===== config.mk =====
export PLATFORM = sky130hd
export DESIGN_NAME = cdd_upd
export DESIGN_NICKNAME = d
export VERILOG_FILES = /design/src/hdl/cdd_pkg.sv /design/src/hdl/cdd_upd.sv
export SDC_FILE = /design/constraint.sdc
export NUM_CORES = 1
export LEC_CHECK = 0
export BUFFER_PORTS_ARGS = -buffer_cell sky130_fd_sc_hd__buf_4
export CORE_ASPECT_RATIO = 2
export CORE_MARGIN = 10
export CORE_UTILIZATION = 30
export DETAILED_ROUTE_END_ITERATION = 7
export PLACE_DENSITY = 0.63
export SLEW_MARGIN = 20
export SYNTH_ARGS = -nofsm -noshare
export SYNTH_HDL_FRONTEND = slang
export SYNTH_SLANG_ARGS = --single-unit

===== constraint.sdc =====
create_clock -name vclk -period 5.8
set_input_delay 0 -clock vclk [all_inputs]
set_output_delay 0 -clock vclk [all_outputs]
set_load 0.1 [all_outputs]

===== src/hdl/cdd_pkg.sv =====
// ----------------------------------------------------------------------------
// cdd_pkg: shared types and constants of the dueling dead-block replacer
// Row layout of the per-set state memory, set classes and counter limits.
// ----------------------------------------------------------------------------
package cdd_pkg;

	// geometry
	localparam int SETS        = 2048;
	localparam int WAYS        = 16;
	localparam int LEADER_SETS = 64;
	localparam int SEL_W       = 8;

	localparam int SET_W    = $clog2(SETS);
	localparam int WAY_W    = 4;
	localparam int CHANCE_W = 5;
	localparam int PERIOD_W = 12;

	localparam logic [PERIOD_W-1:0] PERIOD_MASK = 12'hFFF;

	// set classes by index
	localparam int LIP_LEAD_END = LEADER_SETS / 2;
	localparam int BIP_LEAD_END = LEADER_SETS;

	// two-bit counter limits
	localparam logic [1:0] CTR_MAX      = 2'd3;
	localparam logic [1:0] REUSE_STRONG = 2'd2;
	localparam logic [1:0] REUSE_FILL   = 2'd1;

	// duel selector bounds
	localparam logic [SEL_W-1:0] SEL_HALF  = SEL_W'(1) << (SEL_W - 1);
	localparam logic [SEL_W-1:0] SEL_MAX   = '1;

	localparam logic [WAY_W-1:0] POS_LRU = WAY_W'(WAYS - 1);
	localparam logic [WAY_W-1:0] POS_MRU = '0;

	// operation codes
	localparam logic OP_QUERY  = 1'b0;
	localparam logic OP_UPDATE = 1'b1;

	typedef enum logic [1:0] {
		SET_LIP_LEAD = 2'd0,
		SET_BIP_LEAD = 2'd1,
		SET_FOLLOW   = 2'd2
	} set_kind_t;

	// one memory row holds all per-set state
	typedef struct packed {
		logic [WAYS-1:0][1:0]       dead;
		logic [WAYS-1:0][1:0]       reuse;
		logic [WAYS-1:0][WAY_W-1:0] pos;
	} row_t;

	// selector steering from one update
	typedef struct packed {
		logic inc;
		logic dec;
	} sel_ctl_t;

	localparam row_t ROW_RESET = '{
		dead:  '0,
		reuse: {WAYS{REUSE_FILL}},
		pos:   '0
	};

	// age every dead counter of a row by one, stopping at zero
	function automatic row_t decay_row(row_t r);
		row_t o;
		o = r;
		for (int k = 0; k < WAYS; k++) begin
			if (r.dead[k] != 2'd0)
				o.dead[k] = r.dead[k] - 2'd1;
		end
		return o;
	endfunction

endpackage


===== src/hdl/cdd_upd.sv =====
// ----------------------------------------------------------------------------
// cdd_upd: row update on a hit or a miss fill
// Recency move, reuse and dead counters, insertion depth and selector steering.
// ----------------------------------------------------------------------------
module cdd_upd (
	input  cdd_pkg::row_t              row_in,
	input  logic [cdd_pkg::WAY_W-1:0]  way,
	input  logic                       hit,
	input  logic [cdd_pkg::CHANCE_W-1:0] chance,
	input  cdd_pkg::set_kind_t         kind,
	input  logic                       sel_lip,
	output cdd_pkg::row_t              row_out,
	output cdd_pkg::sel_ctl_t          sel_ctl
);
	import cdd_pkg::*;

	logic [WAY_W-1:0] old_pos;
	logic [WAY_W-1:0] bip_pos;
	logic [WAY_W-1:0] ins_pos;
	logic [WAY_W-1:0] new_pos;
	logic [1:0]       r;
	logic [1:0]       d;
	logic [1:0]       d_inc;

	// insertion depth by set class and overrides
	always_comb begin
		old_pos = row_in.pos[way];
		r       = row_in.reuse[way];
		d       = row_in.dead[way];
		d_inc   = (d < CTR_MAX) ? d + 2'd1 : d;
		bip_pos = (chance == '0) ? POS_MRU : POS_LRU;
		unique case (kind)
			SET_LIP_LEAD: ins_pos = POS_LRU;
			SET_BIP_LEAD: ins_pos = bip_pos;
			SET_FOLLOW:   ins_pos = sel_lip ? POS_LRU : bip_pos;
			default:      ins_pos = sel_lip ? POS_LRU : bip_pos;
		endcase
		if (r >= REUSE_STRONG)
			ins_pos = POS_MRU;
		if (d_inc == CTR_MAX)
			ins_pos = POS_LRU;
		new_pos = hit ? POS_MRU : ins_pos;
	end

	// new row contents
	always_comb begin
		row_out = row_in;
		for (int k = 0; k < WAYS; k++) begin
			if (row_in.pos[k] < old_pos)
				row_out.pos[k] = row_in.pos[k] + WAY_W'(1);
		end
		row_out.pos[way] = new_pos;
		if (hit) begin
			if (r < CTR_MAX)
				row_out.reuse[way] = r + 2'd1;
			row_out.dead[way] = 2'd0;
		end else begin
			row_out.dead[way]  = d_inc;
			row_out.reuse[way] = REUSE_FILL;
		end
	end

	// leader misses steer the selector
	always_comb begin
		sel_ctl.dec = !hit && (kind == SET_LIP_LEAD);
		sel_ctl.inc = !hit && (kind == SET_BIP_LEAD);
	end

endmodule


==> key figures, run 1 <==
Worst setup path
  – CP cell instances: buf_4 -> mux4_2 -> mux4_2 -> inv_1 -> ha_1 -> a21oi_1 -> o21ai_0 -> nor3b_1 -> xor2_1 -> nor2_1 -> a21oi_1 -> buf_4
  – WP buf/inv: 3
  – Data required time of the worst path: 5.80 ns
  – Crit end category: output port
  – CP max stage cell: mux4_2
  – Stages on the worst setup path: 12
  – Crit path kind: input pin to output port
  – Cell family with most CP delay: buffers and inverters
  – Slowest stage delay, CP: 0.60 ns
  – Critical Path Source Type: input pin
  – CP startpoint: way[0]
  – Crit path DAT: around 4 ns
  – Crit-path max FO: 46

Global route
  – Vias in the first global route: a little under 7000
  – Largest net degree at the start of global routing: 50
  – GRT Total Usage: 21.4%
  – GRT Residual Overflow: 0
  – Global-route wire length before repair: 41100 µm
  – Initial antenna violation count: 0

Yosys
  – Leading area contributor after synthesis: ha_1
  – Sequential area share after synthesis: 0%
  – Synth Area in Compound Gates: 26.9%
  – Synth Instances: 713
  – Post-Synth Adder-Cell Area: 15.1%
  – Post-synthesis xor/xnor area fraction: 5.19%
  – Unique cell type count in the Yosys netlist: 37
  – Synth Warn #: 0
  – Main combinational cell family by area after synthesis: compound AO/OA/AOI/OAI gates
  – Synthesized Nets: around 920
  – Yosys top cell area share: between 15 and 20%
  – Synth top area cells: ha_1 (15%), mux4_2 (15%), mux2i_1 (10%), nand2_1 (6.6%), o21ai_0 (6.2%)
  – Post-synthesis cell area: 5400 µm²
  – Syn Area/Cell: about 7.6 µm²
  – Multiplexer area fraction after synthesis: around a quarter
  – Synth Area in Simple Gates: 21.9%

Finish
  – Seq cells: 0
  – Antenna Cells: 0
  – Most common cell after layout, fill and taps aside: buf_4
  – Share of layout cells above drive strength 1: a little over a third
  – Final nets: 1157
  – CLK BUF: 0
  – Commonest non-fill, non-tap cells in the layout: buf_4 (279), nand2_1 (95), nor2_1 (81)
  – Area of the multi-input gates: 5130 µm²
  – Layout area overhead: 39.3%
  – Number of fill cells: 1834
  – Register Area: 0 µm²

Power
  – Leak: 3.64 nW
  – Maximum vdd ir drop: 0.000212 V
  – Pwr Total: roughly 2 mW
  – Pwr Density: between 200 and 300 nW/µm²

Hold path
  – HP Start: kind[0]
  – Worst hold path class: input pin to output port
  – Min-Delay Path Depth: 3

STA
  – Fmax: 257 MHz
  – Max-slew violations: 0
  – Final hold vios: 0
  – Sum Neg Setup Slack: 0 ns
  – Crit path time final: 3.89 ns
  – Tcrit/Tclk final: roughly 67%
  – RSZ-0062 raised after global routing: false
  – Slew @ Worst Pin: 0.877 ns
  – Worst rel slew slack: between 40% and 50%
  – Final setup vio count: 0

Floorplan
  – # IOs: about 270
  – Cell row count: 69
  – Die H: between 200 and 250 µm
  – Total core area: ~18000 µm²
  – Width of the die: 115 µm
  – Die area: approximately 24000 µm²
  – Initial core utilization: a little under a third

Clocking
  – Hold buffers post-CTS: 0
  – Number of setup buffers added after CTS: 0
  – Post-cts repair resize count: 0

Route
  – Wirelength per Cell: 23.3 µm
  – DR vias/cell: 5.71
  – DRT Pass-1 Iters: 5
  – Initial DRC Count: 335
  – Antenna-violating nets left: 0
  – Via Count: 6632
  – Residual DRC: 0
  – WL final: 27100 µm

Placed design
  – GPL Wtd Cong: 0.853
  – Buffers on Ports: 271
  – HPWL Detailed: 22700 µm

Flow run
  – Maxcap violations: 0

Run status
  – Status: finished clean
## tightest hold or removal path, stage by stage
cell and delay, ns:
buf_4 0.08, nor3_1 0.03, buf_4 0.22
## power breakdown
part | internal (mW) | leakage, nW | switching, mW
Sequential | 0 | 0 | 0
Clock | 0 | 0 | 0
Combinational | 0.512 | 3.64 | 1.48
## metrics by stage
stage	worst slack (ns)	utilization, %	hold WS, ns	area (µm²)	std cells
finish	1.91	42.5	0.337	7520	1162
global placement	1.83	42.4	0.342	7510	1162
CTS	1.83	42.4	0.340	7510	1162
floorplan	0.640	-	0.340	5400	713
detailed placement	1.84	42.4	0.340	7510	1162
global route	1.47	42.5	0.349	7520	1162
## worst paths after layout
path | to | slack (ns)
min | sel_ctl[0] | 0.34
max | row_out[39] | 1.91
## synth_stat cells, types with 2 or more instances
| cell type | n |
|---|---|
| a211oi_2 | 15 |
| a21o_1 | 3 |
| a21oi_1 | 44 |
| a22o_1 | 36 |
| buf_1 | 5 |
| buf_12 | 2 |
| buf_2 | 8 |
| buf_4 | 3 |
| buf_6 | 5 |
| clkbuf_1 | 18 |
| clkbuf_2 | 2 |
| ha_1 | 65 |
| inv_1 | 7 |
| mux2i_1 | 55 |
| mux4_2 | 36 |
| nand2_1 | 95 |
| nand2b_1 | 9 |
| nand3_1 | 32 |
| nor2_1 | 81 |
| nor2b_1 | 5 |
| nor3_1 | 24 |
| nor3b_1 | 16 |
| nor4_1 | 2 |
| o211ai_1 | 10 |
| o21a_1 | 6 |
| o21a_4 | 10 |
| o21ai_0 | 67 |
| o21ai_1 | 12 |
| xor2_1 | 32 |
## per-layer routing
metal | global-route usage, % | vias to the layer above | wire length (µm) | part of all wire, %
met5 | 0 | - | 0 | 0
met4 | 8.58 | 0 | 1380 | 5.1
met3 | 4.00 | 61 | 1790 | 6.6
met2 | 40.2 | 267 | 14500 | 54
met1 | 22.1 | 3142 | 9440 | 35
li1 | - | 3162 | - | -
## cell type report
type                       count  area share [%]
multi-input combinational    663            68.2
tap                          213            3.54
inverter                       7           0.349
timing repair buffer         279            27.9
## cell families after synthesis
group / count (synthesis)
compound gates: 207
fa+ha+maj: 65
xor+xnor: 32
buf+inv: 50
mux: 92
simple gates: 267
(Power assumes the default switching activity.)
==> inputs of run 2 (changes only) <==
--- a/config.mk
+++ b/config.mk
@@ -5,6 +5,7 @@
 export SDC_FILE = /design/constraint.sdc
 export NUM_CORES = 1
 export LEC_CHECK = 0
+export ABC_AREA = 1
 export BUFFER_PORTS_ARGS = -buffer_cell sky130_fd_sc_hd__buf_4
 export CORE_ASPECT_RATIO = 2
 export CORE_MARGIN = 10
==> constraint.sdc (replaced) <==
create_clock -name vclk -period 3.9
set_input_delay 0 -clock vclk [all_inputs]
set_output_delay 0 -clock vclk [all_outputs]
set_load 0.1 [all_outputs]
==> run 2 against run 1 <==
Sequential cell count unchanged. Sequential share of layout area unchanged. Worst setup slack got worse by 1.4 ns. Cell area increased by 3.9%. First-iteration DRC count increased by 62%. Largest cell class unchanged.
==> key figures, run 2 <==
STA
  – Fmax: 295 MHz
  – RSZ-0062 raised after global routing: false
  – Worst Setup Slack, final: between 0.5 and 0.6 ns
  – Crit path time final: 3.39 ns
  – Final hold vios: 0
  – Final setup vio count: 0
  – Worst rel slew slack: a little over two fifths
  – Max-slew violations: 0
  – Tcrit/Tclk final: 87.0%
  – Slew @ Worst Pin: 0.869 ns
  – Sum Neg Setup Slack: 0 ns

Route
  – DR vias/cell: between 5 and 6
  – Antenna-violating nets left: 0
  – Initial DRC Count: 543
  – Via Count: 8254
  – DRT Pass-1 Iters: 5
  – Residual DRC: 0
  – Wirelength per Cell: 20.8 µm
  – WL final: between 30000 and 40000 µm

Finish
  – CLK BUF: 0
  – Most common cell after layout, fill and taps aside: nand2_1
  – Register Area: 0 µm²
  – Share of layout cells above drive strength 1: between 20% and 30%
  – Commonest non-fill, non-tap cells in the layout: nand2_1 (323), buf_4 (281), inv_1 (165)
  – Seq cells: 0
  – Antenna Cells: 0
  – Final nets: 1508
  – Layout area overhead: 39.9%

Global route
  – GRT Total Usage: 23.7%
  – Vias in the first global route: 8025
  – GRT Residual Overflow: 0
  – Largest net degree at the start of global routing: 42
  – Initial antenna violation count: 0
  – Global-route wire length before repair: 45800 µm

Worst setup path
  – Most frequent CP cell: buf_4
  – CP max stage cell: clkinv_1
  – Critical Path Source Type: input pin
  – CP cell instances: buf_4 -> inv_2 -> nor2_8 -> inv_4 -> o22ai_1 -> o21ai_0 -> nand4_1 -> ha_1 -> buf_4 -> clkinv_1 -> a221oi_2 -> buf_4
  – Crit-path max FO: 24
  – Crit end category: output port
  – Data required time of the worst path: 3.90 ns
  – Slowest stage delay, CP: 0.62 ns
  – Crit path DAT: 3.39 ns
  – Crit path kind: input pin to output port

Power
  – Maximum vdd ir drop: approximately 0.00023 V
  – Pwr Density: 393 nW/µm²
  – Leak: 4.54 nW

Floorplan
  – Total core area: 18300 µm²
  – # IOs: 271
  – Width of the die: 116 µm
  – Die area: between 20000 and 25000 µm²
  – Die H: 213 µm
  – Cell row count: 70
  – Initial core utilization: around 30%

Flow run
  – Maxcap violations: 0

Yosys
  – Sequential area share after synthesis: 0%
  – Leading area contributor after synthesis: nand2_1
  – Post-synthesis cell area: 5590 µm²
  – Top cells by count, synth: nand2_1 (323), inv_1 (165), nand3_1 (105)
  – Synthesized Nets: ~1300
  – Synth Warn #: 0
  – Syn Area/Cell: 5.34 µm²
  – Most frequent cell after synthesis: nand2_1
  – Synth top area cells: nand2_1 (22%), ha_1 (15%), inv_1 (11%), nand3_1 (9.4%), o22ai_1 (7.6%)
  – Unique cell type count in the Yosys netlist: 38
  – Synth Instances: 1046
  – Yosys top cell area share: a little over a fifth

Clocking
  – Number of setup buffers added after CTS: 0
  – Hold buffers post-CTS: 0
  – Post-cts repair resize count: 0

Placed design
  – Pre-CTS WS: about 0.58 ns
  – HPWL Detailed: 26600 µm
  – Buffers on Ports: 271
  – GPL Wtd Cong: 1.00

Run status
  – Status: finished clean

Hold path
  – Worst hold path class: input pin to output port
[run 2: changes by cell type after synthesis, moves of 22 or more]
cell	before	now
a22o_1	36	0
inv_1	7	165
mux2i_1	55	0
mux4_2	36	0
nand2_1	95	323
nand2_2	0	31
nand3_1	32	105
nor2_1	81	54
nor3_1	24	2
o22ai_1	0	68
[run 2: final timing paths]
check,from,end,cells after the start
hold / removal,kind[1],sel_ctl[0],3
setup / recovery,way[0],row_out[65],12
[run 2: area by class of cell]
type | count | area, µm²
inverter | 169 | 637
fill | 2036 | 10500
multi-input combinational | 850 | 4790
tap | 216 | 270
timing repair buffer | 281 | 2110
[run 2: per-layer routing]
metal,vias up,part of all wire [%],track usage (%)
met5,-,0,0
met4,0,4.5,8.55
met3,72,6.7,3.37
met2,354,55,46.9
met1,3819,34,23.5
li1,4009,-,-
[run 2: cell families after synthesis]
kind of cell	count (synthesis)	synth area share (%)
compound gates	210	22.2
xor+xnor	32	5.02
buf+inv	196	15.2
simple gates	543	43.0
fa+ha+maj	65	14.6
[run 2: power breakdown]
part | total (mW) | leakage [nW] | switching (mW) | internal [mW]
clock network | 0 | 0 | 0 | 0
registers | 0 | 0 | 0 | 0
logic | 3.07 | 4.54 | 2.38 | 0.691
[run 2: through the flow]
step / utilization [%] / total power, mW / std cells / area, µm² / hold WS [ns]
finish: 42.7 / 3.07 / 1516 / 7810 / 0.348
global placement: 42.7 / 3.06 / 1516 / 7810 / 0.344
floorplan: - / 2.28 / 1046 / 5620 / 0.340
global route: 42.7 / 3.24 / 1516 / 7810 / 0.353
CTS: 42.7 / 3.07 / 1516 / 7810 / 0.350
detailed placement: 42.7 / 3.07 / 1516 / 7810 / 0.349
[run 2: worst max-delay path: cells and delay by family]
| kind | cells | cell delay (ns) |
|---|---|---|
| and+or+nand+nor | 2 | 0.31 |
| AOI/OAI and AO/OA | 3 | 0.86 |
| buffers and inverters | 6 | 1.85 |
| adders and majority gates | 1 | 0.33 |
