## src/hdl/cdd_pkg.sv

```systemverilog
// ----------------------------------------------------------------------------
// cdd_pkg: shared types and constants of the dueling dead-block replacer
// Row layout of the per-set state memory, set classes and counter limits.
// ----------------------------------------------------------------------------
package cdd_pkg;

	// geometry
	localparam int SETS        = 2048;
	localparam int WAYS        = 16;
	localparam int LEADER_SETS = 64;
	localparam int SEL_W       = 8;

	localparam int SET_W    = $clog2(SETS);
	localparam int WAY_W    = 4;
	localparam int CHANCE_W = 5;
	localparam int PERIOD_W = 12;

	localparam logic [PERIOD_W-1:0] PERIOD_MASK = 12'hFFF;

	// set classes by index
	localparam int LIP_LEAD_END = LEADER_SETS / 2;
	localparam int BIP_LEAD_END = LEADER_SETS;

	// two-bit counter limits
	localparam logic [1:0] CTR_MAX      = 2'd3;
	localparam logic [1:0] REUSE_STRONG = 2'd2;
	localparam logic [1:0] REUSE_FILL   = 2'd1;

	// duel selector bounds
	localparam logic [SEL_W-1:0] SEL_HALF  = SEL_W'(1) << (SEL_W - 1);
	localparam logic [SEL_W-1:0] SEL_MAX   = '1;

	localparam logic [WAY_W-1:0] POS_LRU = WAY_W'(WAYS - 1);
	localparam logic [WAY_W-1:0] POS_MRU = '0;

	// operation codes
	localparam logic OP_QUERY  = 1'b0;
	localparam logic OP_UPDATE = 1'b1;

	typedef enum logic [1:0] {
		SET_LIP_LEAD = 2'd0,
		SET_BIP_LEAD = 2'd1,
		SET_FOLLOW   = 2'd2
	} set_kind_t;

	// one memory row holds all per-set state
	typedef struct packed {
		logic [WAYS-1:0][1:0]       dead;
		logic [WAYS-1:0][1:0]       reuse;
		logic [WAYS-1:0][WAY_W-1:0] pos;
	} row_t;

	// selector steering from one update
	typedef struct packed {
		logic inc;
		logic dec;
	} sel_ctl_t;

	localparam row_t ROW_RESET = '{
		dead:  '0,
		reuse: {WAYS{REUSE_FILL}},
		pos:   '0
	};

	// age every dead counter of a row by one, stopping at zero
	function automatic row_t decay_row(row_t r);
		row_t o;
		o = r;
		for (int k = 0; k < WAYS; k++) begin
			if (r.dead[k] != 2'd0)
				o.dead[k] = r.dead[k] - 2'd1;
		end
		return o;
	endfunction

endpackage

```

## src/hdl/cdd_victim.sv

```systemverilog
// ----------------------------------------------------------------------------
// cdd_victim: victim way selection
// First invalid way, else the highest way holding the oldest recency position.
// ----------------------------------------------------------------------------
module cdd_victim (
	input  logic [cdd_pkg::WAYS-1:0]                    valid_mask,
	input  logic [cdd_pkg::WAYS-1:0][cdd_pkg::WAY_W-1:0] pos,
	output logic [cdd_pkg::WAY_W-1:0]                   victim_way
);
	import cdd_pkg::*;

	localparam int LVLS = WAY_W;
	localparam int NP   = 1 << WAY_W;

	logic             inv_found;
	logic [WAY_W-1:0] inv_way;
	logic [WAY_W-1:0] t_pos [LVLS+1][NP];
	logic [WAY_W-1:0] t_idx [LVLS+1][NP];
	logic             t_en  [LVLS+1][NP];

	// lowest-numbered invalid way
	always_comb begin
		inv_found = 1'b0;
		inv_way   = '0;
		for (int k = WAYS - 1; k >= 0; k--) begin
			if (!valid_mask[k]) begin
				inv_found = 1'b1;
				inv_way   = WAY_W'(k);
			end
		end
	end

	// oldest-position tree, ties go to the higher way
	always_comb begin
		for (int l = 0; l <= LVLS; l++) begin
			for (int k = 0; k < NP; k++) begin
				t_pos[l][k] = '0;
				t_idx[l][k] = '0;
				t_en[l][k]  = 1'b0;
			end
		end
		for (int k = 0; k < WAYS; k++) begin
			t_pos[0][k] = pos[k];
			t_idx[0][k] = WAY_W'(k);
			t_en[0][k]  = 1'b1;
		end
		for (int l = 0; l < LVLS; l++) begin
			for (int k = 0; k < (NP >> (l + 1)); k++) begin
				if (t_en[l][2*k+1] && (t_pos[l][2*k+1] >= t_pos[l][2*k])) begin
					t_pos[l+1][k] = t_pos[l][2*k+1];
					t_idx[l+1][k] = t_idx[l][2*k+1];
				end else begin
					t_pos[l+1][k] = t_pos[l][2*k];
					t_idx[l+1][k] = t_idx[l][2*k];
				end
				t_en[l+1][k] = t_en[l][2*k] | t_en[l][2*k+1];
			end
		end
	end

	assign victim_way = inv_found ? inv_way : t_idx[LVLS][0];

endmodule

```

## config.mk

```make
export PLATFORM = sky130hd
export DESIGN_NAME = cdd_victim
export DESIGN_NICKNAME = d
export VERILOG_FILES = /design/src/hdl/cdd_pkg.sv /design/src/hdl/cdd_victim.sv
export SDC_FILE = /design/constraint.sdc
export NUM_CORES = 1
export LEC_CHECK = 0
export BUFFER_PORTS_ARGS = -buffer_cell sky130_fd_sc_hd__buf_2
export CORE_ASPECT_RATIO = 1.2
export CORE_MARGIN = 2
export CORE_UTILIZATION = 58
export DETAILED_ROUTE_END_ITERATION = 8
export GPL_TIMING_DRIVEN = 0
export PLACE_DENSITY = 0.95
export SYNTH_ARGS = -nofsm -noshare
export SYNTH_HDL_FRONTEND = slang
export SYNTH_SLANG_ARGS = --single-unit
```

## constraint.sdc

```tcl
create_clock -name vclk -period 14.59
set_input_delay 1.459 -clock vclk [all_inputs]
set_output_delay 1.459 -clock vclk [all_outputs]
set_load 0.05 [all_outputs]
```

==> results of run 1 <==
## metrics by stage
step | cell area [sq um] | hold slack (ns)
2_1_floorplan | 2360 | 3.18
3_3_place_gp | 2850 | 3.37
3_5_place_dp | 2850 | 3.38
4_1_cts | 2850 | 3.38
5_1_grt | 2850 | 3.40
6_report | 2850 | 3.37
## worst max path at each step
stage	from	to	slack [ns]	cells past startpoint
floorplan	pos[52]	victim_way[1]	5.51	27
global placement	pos[48]	victim_way[2]	5.50	30
detailed placement	pos[48]	victim_way[2]	5.36	30
CTS	pos[48]	victim_way[2]	5.34	30
global route	pos[20]	victim_way[2]	4.82	29
finish	pos[48]	victim_way[2]	5.33	30
## worst max-delay path: cells and delay by family
kind	cells	cell delay, ns
adders and majority gates	4	1.08
AOI/OAI and AO/OA	13	3.05
and+or+nand+nor	7	0.93
buffers and inverters	4	0.60
muxes	2	0.66
## layer usage
layer | up-vias | track usage [%]
met4 | 0 | 2.72
met3 | 4 | 1.07
met2 | 40 | 51.3
met1 | 1109 | 24.5
li1 | 1270 | -
met5 | - | 0
## final cells by class
cell class | instances | share of cell area, %
Buffer | 5 | 1.05
Tap cell | 54 | 2.37
Inverter | 51 | 6.72
Timing Repair Buffer | 84 | 14.7
Multi-Input combinational cell | 250 | 75.1
## layout by cell type, fill, tap and decap left out, types with 2 or more instances in the layout
master     Yosys  routed
a2111oi_0      5       5
a2111oi_4      3       3
a21boi_0       2       2
a21o_1         7       7
a21oi_1       21      21
a21oi_2        2       2
a221oi_4       2       2
a31oi_1        2       2
buf_2          3      87
buf_4          2       2
ha_1          55      55
inv_1         50      50
mux2_2         8       8
mux2_4         2       2
mux2i_1       29      29
nand2_1       21      21
nand2b_1      11      11
nand2b_4       2       2
nand3_1        3       3
nand4_1        3       3
nor2_1        21      21
nor2b_1        4       4
nor3_1         6       6
o21a_1         3       3
o21ai_0       13      13
o21ai_1        2       2
o21bai_1       2       2
o31a_1         2       2
or3_1          4       4
## power groups by stage
stage	logic, mW	registers, mW	clock network (mW)
after floorplan	0.189	0	0
after global placement	0.230	0	0
after detailed placement	0.242	0	0
after CTS	0.243	0	0
after global routing	0.275	0	0
final	0.243	0	0
## cells by family after synthesis
family / Yosys count
AO/OA/AOI/OAI: 76
buffers and inverters: 56
AND/OR/NAND/NOR: 79
multiplexers: 39
adder cells (fa/ha/maj): 56
==> metrics.csv, run 1 <==
stage,metric,value,unit
grt,grt_max_degree,10,
power,power_frac_comb,100.0,%
floorplanning,start_util,59.9,%
setup_path,crit_path_start_kind,input pin,
sta,slew_violations,0,
sta,min_period,9.26,ns
sta,tightest_slew,0.604,ns
worst_hold_path,whs_endpoint,victim_way[1],
synthesis,synthSimpleGateAreaFrac,17.1,%
grt,grt_pass1_vias,2361,
detailed_routing,route.detailed.drc,0,
sta,setup_tns,0,ns
detailed_routing,wl_met2,3.06,mm
grt,grt_pass1_wl,9.22,mm
detailed_routing,wl,5.28,mm
sta,setup_violations,0,
power,p_int,0.113,mW
power,seqPwrFrac,0,%
setup_path,critPathArrivalTime,7.80,ns
synthesis,yosys_warnings,0,
synthesis,synthTopCellsByArea,"ha_1 (29%), mux2i_1 (12%), inv_1 (7.9%)",
finish,nFillCells,346,
grt,antenna_found_initial,0,
finish,fin_cells,444,
finish,seq_cells,0,
setup_path,worstSetupPathType,in2out,
power,leakage,1.62,nW
finish,multi_input_area,0.00214,sq mm
synthesis,netlist_area,0.00236,sq mm
setup_path,cp_common_cell,a21oi_1,
sta,hold_viol,0,
floorplanning,io_pins,84,
finish,regArea,0,sq um
detailed_routing,dr.pass1.iters,4,
power,power_density,85.2,mW/mm^2
power,peakVddDrop,0.0713,mV
synthesis,synth_top_area_share,29.1,%
sta,rsz0062_at_grt,no,
floorplanning,die_y,73.9,um
synthesis,synth_nets,441,
detailed_routing,dr_wl_met3,123,um
synthesis,synthAdderAreaFrac,29.6,%
detailed_routing,ant_nets,0,
detailed_routing,first_iter_violations,33,
detailed_routing,vias,2423,
synthesis,syn_area_per_cell,7.72,sq um
setup_path,max_stage_delay,0.47,ns
floorplanning,rows,25,
setup_path,crit_slowest_cell,a21oi_1,
placed_design,numPlacedInstances,444,
synthesis,synth_common_cells,"ha_1 (55), inv_1 (50), mux2i_1 (29)",
finish,final_util,72.3,%
detailed_routing,vias_per_cell,5.46,
sta,fin_ws,5.33,ns
worst_hold_path,hold_start,valid_mask[1],
placed_design,io_buffers,84,
floorplanning,die_w,62.3,um
finish,syn_to_final_growth,20.7,%
placed_design,pre_cts_slack,5.36,ns
placed_design,hpwl,4.82,mm
synthesis,synth_top_family_by_area,adder cells,
finish,drive_above_1_share,29.2,%
cts,cts_hold_buf,0,
worst_hold_path,hold_path.class,in2out,
grt,grt_overflow_total,0,
floorplanning,die-area,0.00460,sq mm
status,status,"complete, no violations",
detailed_routing,met1_length,2.07,mm
sta,period_share,63.5,%
setup_path,path_max_fanout,9,
synthesis,synth-compound-area-share,26.5,%
sta,worst_slew_margin_rel,59.7,%
grt,grtUsageTotal,23.1,%
detailed_routing,wl_per_cell,11.9,um
power,switchingPower,0.130,mW
synthesis,ys_seq_area_share,0,%
synthesis,synthCells,306,
synthesis,synth.distinct_cells,45,
placed_design,gp_congestion,0.819,
synthesis,synthMuxAreaShare,17.4,%
power,p_clk_share,0,%
setup_path,end_kind,output pin,
synthesis,synth_top_cell_by_area,ha_1,
synthesis,yosysMostFrequentCell,ha_1,
finish,clock_buffers,0,
cts,ctsResizeCount,0,
sta,fmax,0.108,GHz
setup_path,cp.required,13.13,ns
floorplanning,core,0.00394,sq mm
cts,post_cts_buffers,0,
job,maxCapViolCount,0,
power,finalPower,0.243,mW
finish,final_nets,527,
power,sw_frac_of_total,53.6,%
detailed_routing,highest_layer,met4,
finish,diodes,0,
synthesis,synthXorXnorAreaFrac,0,%
worst_hold_path,hold_depth,4,
No activity file was read; power rests on OpenSTA's default activity.
==> run 2: changes to the inputs <==
--- a/config.mk
+++ b/config.mk
@@ -8,10 +8,10 @@
 export BUFFER_PORTS_ARGS = -buffer_cell sky130_fd_sc_hd__buf_2
 export CORE_ASPECT_RATIO = 1.2
 export CORE_MARGIN = 2
-export CORE_UTILIZATION = 58
+export CORE_UTILIZATION = 54
 export DETAILED_ROUTE_END_ITERATION = 8
 export GPL_TIMING_DRIVEN = 0
-export PLACE_DENSITY = 0.95
+export PLACE_DENSITY = 0.93
 export SYNTH_ARGS = -nofsm -noshare
 export SYNTH_HDL_FRONTEND = slang
 export SYNTH_SLANG_ARGS = --single-unit
==> constraint.sdc (replaced) <==
create_clock -name vclk -period 9.3
set_input_delay 0.93 -clock vclk [all_inputs]
set_output_delay 0.93 -clock vclk [all_outputs]
set_load 0.05 [all_outputs]
==> run 2 against run 1 <==
Power up 56%. Combinational power up 56%. Cell area about the same. Sequential cell count did not move. Critical endpoint is now victim_way[0]. Largest cell class unchanged. Global-route usage decreased by 1.9 points. Highest routed layer unchanged. Wire length decreased by 1.6%. Largest power group unchanged. Final cell count up 0.45%. Clock-buffer cell count did not move.
==> metrics.csv, run 2 (same netlist as run 1, synthesis figures left out) <==
stage,metric,value,unit
detailed_routing,route.detailed.drc,0,
finish,final_nets,527,
setup_path,crit_path_start_kind,input pin,
setup_path,cpLargestDelayFamily,compound AO/OA/AOI/OAI gates,
sta,tightest_slew,0.572,ns
power,power_density,133,mW/mm^2
sta,slew_violations,0,
grt,grt_max_degree,10,
cts,post_cts_buffers,0,
finish,nFillCells,381,
placed_design,pre_cts_slack,1.06,ns
setup_path,critPathArrivalTime,7.34,ns
finish,most-common-layout-cells,"buf_2 (87), ha_1 (55), inv_1 (50)",
placed_design,gp_congestion,0.791,
detailed_routing,dr.pass1.iters,4,
setup_path,worstSetupPathType,in2out,
detailed_routing,wl,5.19,mm
power,finalPower,0.379,mW
floorplanning,die_y,76.5,um
power,p_int,0.177,mW
worst_hold_path,hold_path.class,in2out,
power,leakage,1.62,nW
sta,period_share,88.9,%
finish,seq_cells,0,
floorplanning,die-area,0.00492,sq mm
detailed_routing,vias,2434,
floorplanning,core,0.00423,sq mm
detailed_routing,ant_nets,0,
detailed_routing,wl_per_cell,11.6,um
placed_design,hpwl,4.85,mm
placed_design,io_buffers,84,
finish,multi_input_area,0.00214,sq mm
power,p_clk_share,0,%
grt,grt_pass1_wl,9.14,mm
floorplanning,start_util,55.9,%
setup_path,cp.required,8.37,ns
finish,regArea,0,sq um
finish,layout_commonest_cell,buf_2,
detailed_routing,vias_per_cell,5.46,
worst_hold_path,hold_start,valid_mask[1],
grt,grtUsageTotal,21.2,%
grt,grt_overflow_total,0,
setup_path,crit_path_start,pos[48],
sta,worst_slew_margin_rel,61.8,%
setup_path,path_max_fanout,9,
sta,min_period,8.27,ns
sta,fmax,0.121,GHz
finish,syn_to_final_growth,20.8,%
finish,final_util,67.5,%
power,peakVddDrop,0.0844,mV
floorplanning,rows,26,
floorplanning,die_w,64.4,um
finish,drive_above_1_share,29.2,%
cts,cts_hold_buf,0,
sta,hold_viol,0,
floorplanning,io_pins,84,
power,seqPwrFrac,0,%
sta,rsz0062_at_grt,no,
setup_path,end_kind,output pin,
detailed_routing,first_iter_violations,43,
power,switchingPower,0.202,mW
finish,clock_buffers,0,
sta,setup_violations,0,
job,maxCapViolCount,0,
sta,setup_tns,0,ns
power,sw_frac_of_total,53.2,%
status,status,"complete, no violations",
sta,fin_ws,1.03,ns
setup_path,crit_slowest_cell,a221oi_4,
finish,diodes,0,
grt,antenna_found_initial,0,
grt,grt_pass1_vias,2424,
cts,ctsResizeCount,0,
setup_path,crit_buf_inv,4,
setup_path,max_stage_delay,0.46,ns
power,power_frac_comb,100.0,%
-- run 2: cell counts in the layout (fill, tap and decap cells not counted) --
No cell type changed its count.
-- run 2: layout make-up --
class / count / share of cell area [%]
plain buffers: 5 / 1.05
inverters: 51 / 6.71
well taps: 56 / 2.46
multi-input cells: 250 / 75.0
repair buffers: 84 / 14.7
-- run 2: power by group through the flow --
stage,combinational [mW],clock (mW),sequential (mW)
after detailed placement,0.380,0,0
after global placement,0.363,0,0
final,0.379,0,0
after CTS,0.382,0,0
after floorplan,0.297,0,0
after global routing,0.430,0,0
-- run 2: routing by layer --
layer  share of wire, %  track usage (%)
met1                 39             22.2
met2                 55             44.1
met3                4.7             2.07
met4                1.7             3.83
met5                  0                0
-- run 2: tightest hold or removal path, cell delays in order --
cell,delay [ns]
buf_2,0.11
nand3_1,0.07
o31ai_1,0.06
buf_2,0.21
-- run 2: per-stage QoR --
| stage | instances | hold slack [ns] | cell area, sq um |
|---|---|---|---|
| after floorplan | 306 | 2.12 | 2360 |
| after CTS | 446 | 2.32 | 2850 |
| after global routing | 446 | 2.35 | 2850 |
| after detailed placement | 446 | 2.32 | 2850 |
| final | 446 | 2.31 | 2850 |
| after global placement | 446 | 2.31 | 2850 |
-- run 2: path summary, 6_finish.rpt --
kind	end	depth (start not counted)
worst min-delay path	victim_way[1]	4
worst max-delay path	victim_way[0]	29
==> run 3: changes to the inputs <==
--- a/config.mk
+++ b/config.mk
@@ -5,13 +5,14 @@
 export SDC_FILE = /design/constraint.sdc
 export NUM_CORES = 1
 export LEC_CHECK = 0
+export ABC_AREA = 1
 export BUFFER_PORTS_ARGS = -buffer_cell sky130_fd_sc_hd__buf_2
 export CORE_ASPECT_RATIO = 1.2
 export CORE_MARGIN = 2
 export CORE_UTILIZATION = 54
 export DETAILED_ROUTE_END_ITERATION = 8
 export GPL_TIMING_DRIVEN = 0
-export PLACE_DENSITY = 0.93
+export PLACE_DENSITY = 0.92
 export SYNTH_ARGS = -nofsm -noshare
 export SYNTH_HDL_FRONTEND = slang
 export SYNTH_SLANG_ARGS = --single-unit
==> run 3 against run 2 <==
Sequential share of layout area did not move. Maximum frequency is 17% higher. Hold slack improved by 0.0097 ns. Global-route usage rose by 0.63 points. Clock-buffer cell count is the same. Critical path type unchanged.
==> metrics.csv, run 3 <==
stage,metric,value,unit
status,status,"complete, no violations",
placed_design,gp_congestion,0.858,
cts,post_cts_buffers,0,
floorplanning,start_util,55.6,%
sta,slew_violations,0,
power,p_int,0.179,mW
setup_path,end_kind,output pin,
sta,period_share,76.0,%
sta,worst_slew_margin_rel,65.2,%
finish,drive_above_1_share,28.7,%
synthesis,ys_seq_area_share,0,%
setup_path,crit_path_start_kind,input pin,
finish,diodes,0,
placed_design,placed_cell_area,0.00303,sq mm
finish,final_nets,649,
detailed_routing,route.detailed.drc,0,
power,seqPwrFrac,0,%
setup_path,max_stage_delay,0.42,ns
finish,syn_to_final_growth,19.4,%
power,peakVddDrop,0.125,mV
synthesis,synth_common_cells,"nand2_1 (102), inv_1 (80), ha_1 (55)",
power,switchingPower,0.299,mW
power,leakage,1.85,nW
floorplanning,core,0.00456,sq mm
power,finalPower,0.478,mW
detailed_routing,first_iter_violations,74,
setup_path,path_max_fanout,10,
finish,seq_cells,0,
floorplanning,die_w,66.6,um
cts,ctsResizeCount,0,
grt,grtUsageTotal,21.8,%
synthesis,synthCells,428,
worst_hold_path,hold_start,valid_mask[1],
setup_path,crit_slowest_cell,a21oi_1,
power,power_frac_comb,100.0,%
finish,regArea,0,sq um
synthesis,synth_top_area_share,27.1,%
power,sw_frac_of_total,62.5,%
setup_path,cp.required,8.37,ns
sta,tightest_slew,0.523,ns
worst_hold_path,hold_depth,4,
synthesis,synth_top_cell_by_area,ha_1,
grt,grt_pass1_wl,9.78,mm
setup_path,cp_common_cell,nand2_1,
cts,cts_hold_buf,0,
setup_path,critPathArrivalTime,6.14,ns
finish,nFillCells,445,
floorplanning,die-area,0.00527,sq mm
sta,rsz0062_at_grt,no,
detailed_routing,vias,2931,
synthesis,synth.distinct_cells,29,
placed_design,io_buffers,84,
finish,fin_cells,570,
power,p_clk_share,0,%
setup_path,crit_path_start,pos[3],
floorplanning,rows,27,
sta,setup_tns,0,ns
grt,antenna_found_initial,0,
sta,setup_violations,0,
finish,most-common-layout-cells,"nand2_1 (102), buf_2 (85), inv_1 (80)",
power,power_density,158,mW/mm^2
finish,clock_buffers,0,
synthesis,synth_nets,563,
placed_design,numPlacedInstances,570,
finish,finalInstanceArea,0.00303,sq mm
placed_design,hpwl,5.27,mm
detailed_routing,vias_per_cell,5.14,
setup_path,worstSetupPathType,in2out,
synthesis,syn_area_per_cell,5.93,sq um
worst_hold_path,whs_endpoint,victim_way[1],
detailed_routing,wl,5.67,mm
synthesis,yosysMostFrequentCell,nand2_1,
sta,fmax,0.141,GHz
worst_hold_path,hold_path.class,in2out,
detailed_routing,ant_nets,0,
synthesis,netlist_area,0.00254,sq mm
synthesis,synthTopCellsByArea,"ha_1 (27%), nand2_1 (15%), inv_1 (12%)",
detailed_routing,dr.pass1.iters,4,
floorplanning,die_y,79.1,um
grt,grt_overflow_total,0,
floorplanning,io_pins,84,
synthesis,yosys_warnings,0,
finish,layout_commonest_cell,nand2_1,
sta,min_period,7.07,ns
grt,grt_max_degree,11,
detailed_routing,wl_per_cell,9.95,um
grt,grt_pass1_vias,2770,
job,maxCapViolCount,0,
sta,hold_viol,0,
## run 3: cell types whose count changed after synthesis, sizes merged, moves of 7 or more
cell	change
nand2	+99
inv	+40
o21ai	+40
nand3	+30
mux2i	-29
nand2b	-13
mux2	-10
a2111oi	-8
a21o	-7
## run 3: final cells by class
cell class | count | area (sq um) | area share, %
buffer | 1 | 5.00 | 0.165
multi-input combinational | 336 | 2190 | 72.3
timing repair buffer | 84 | 420 | 13.9
tap | 58 | 72.6 | 2.39
inverter | 91 | 342 | 11.3
## run 3: per-layer routing
metal | vias up | GRT usage, % | wire (um)
li1 | 1571 | - | -
met5 | - | 0 | 0
met3 | 4 | 0 | 142
met4 | 0 | 1.84 | 36
met1 | 1298 | 21.0 | 2190
met2 | 58 | 50.0 | 3310
## run 3: kinds of logic (layout without fill, tap and decap cells)
| kind of cell | count (synthesis) | count (layout) | share of synthesized area [%] |
|---|---|---|---|
| AND/OR/NAND/NOR | 189 | 189 | 37.3 |
| AO/OA/AOI/OAI | 92 | 92 | 21.9 |
| buffers and inverters | 92 | 176 | 13.7 |
| adder cells (fa/ha/maj) | 55 | 55 | 27.1 |
## run 3: worst max path at each step
stage	to	slack (ns)	depth (start not counted)
3_5_place_dp	victim_way[1]	2.19	41
3_3_place_gp	victim_way[1]	2.31	41
5_1_grt	victim_way[1]	1.53	40
2_1_floorplan	victim_way[2]	2.37	36
6_report	victim_way[1]	2.23	41
4_1_cts	victim_way[1]	2.17	41
## run 3: worst max-delay path, delay by kind of cell
family	cells	cell delay, ns
AND/OR/NAND/NOR	18	1.44
adder cells (fa/ha/maj)	4	1.13
AO/OA/AOI/OAI	9	1.66
buffers and inverters	10	0.96
## run 3: power by group through the flow
stage	logic (mW)	clock network, mW	registers (mW)
after floorplan	0.376	0	0
after global placement	0.458	0	0
after detailed placement	0.479	0	0
after CTS	0.482	0	0
after global routing	0.560	0	0
final	0.478	0	0
## run 3: per-stage QoR
step	hold WS, ns	utilization (%)	setup slack [ns]
2_1_floorplan	2.14	-	2.37
3_3_place_gp	2.31	66.4	2.31
3_5_place_dp	2.32	66.4	2.19
4_1_cts	2.32	66.4	2.17
5_1_grt	2.33	66.4	1.53
6_report	2.32	66.4	2.23
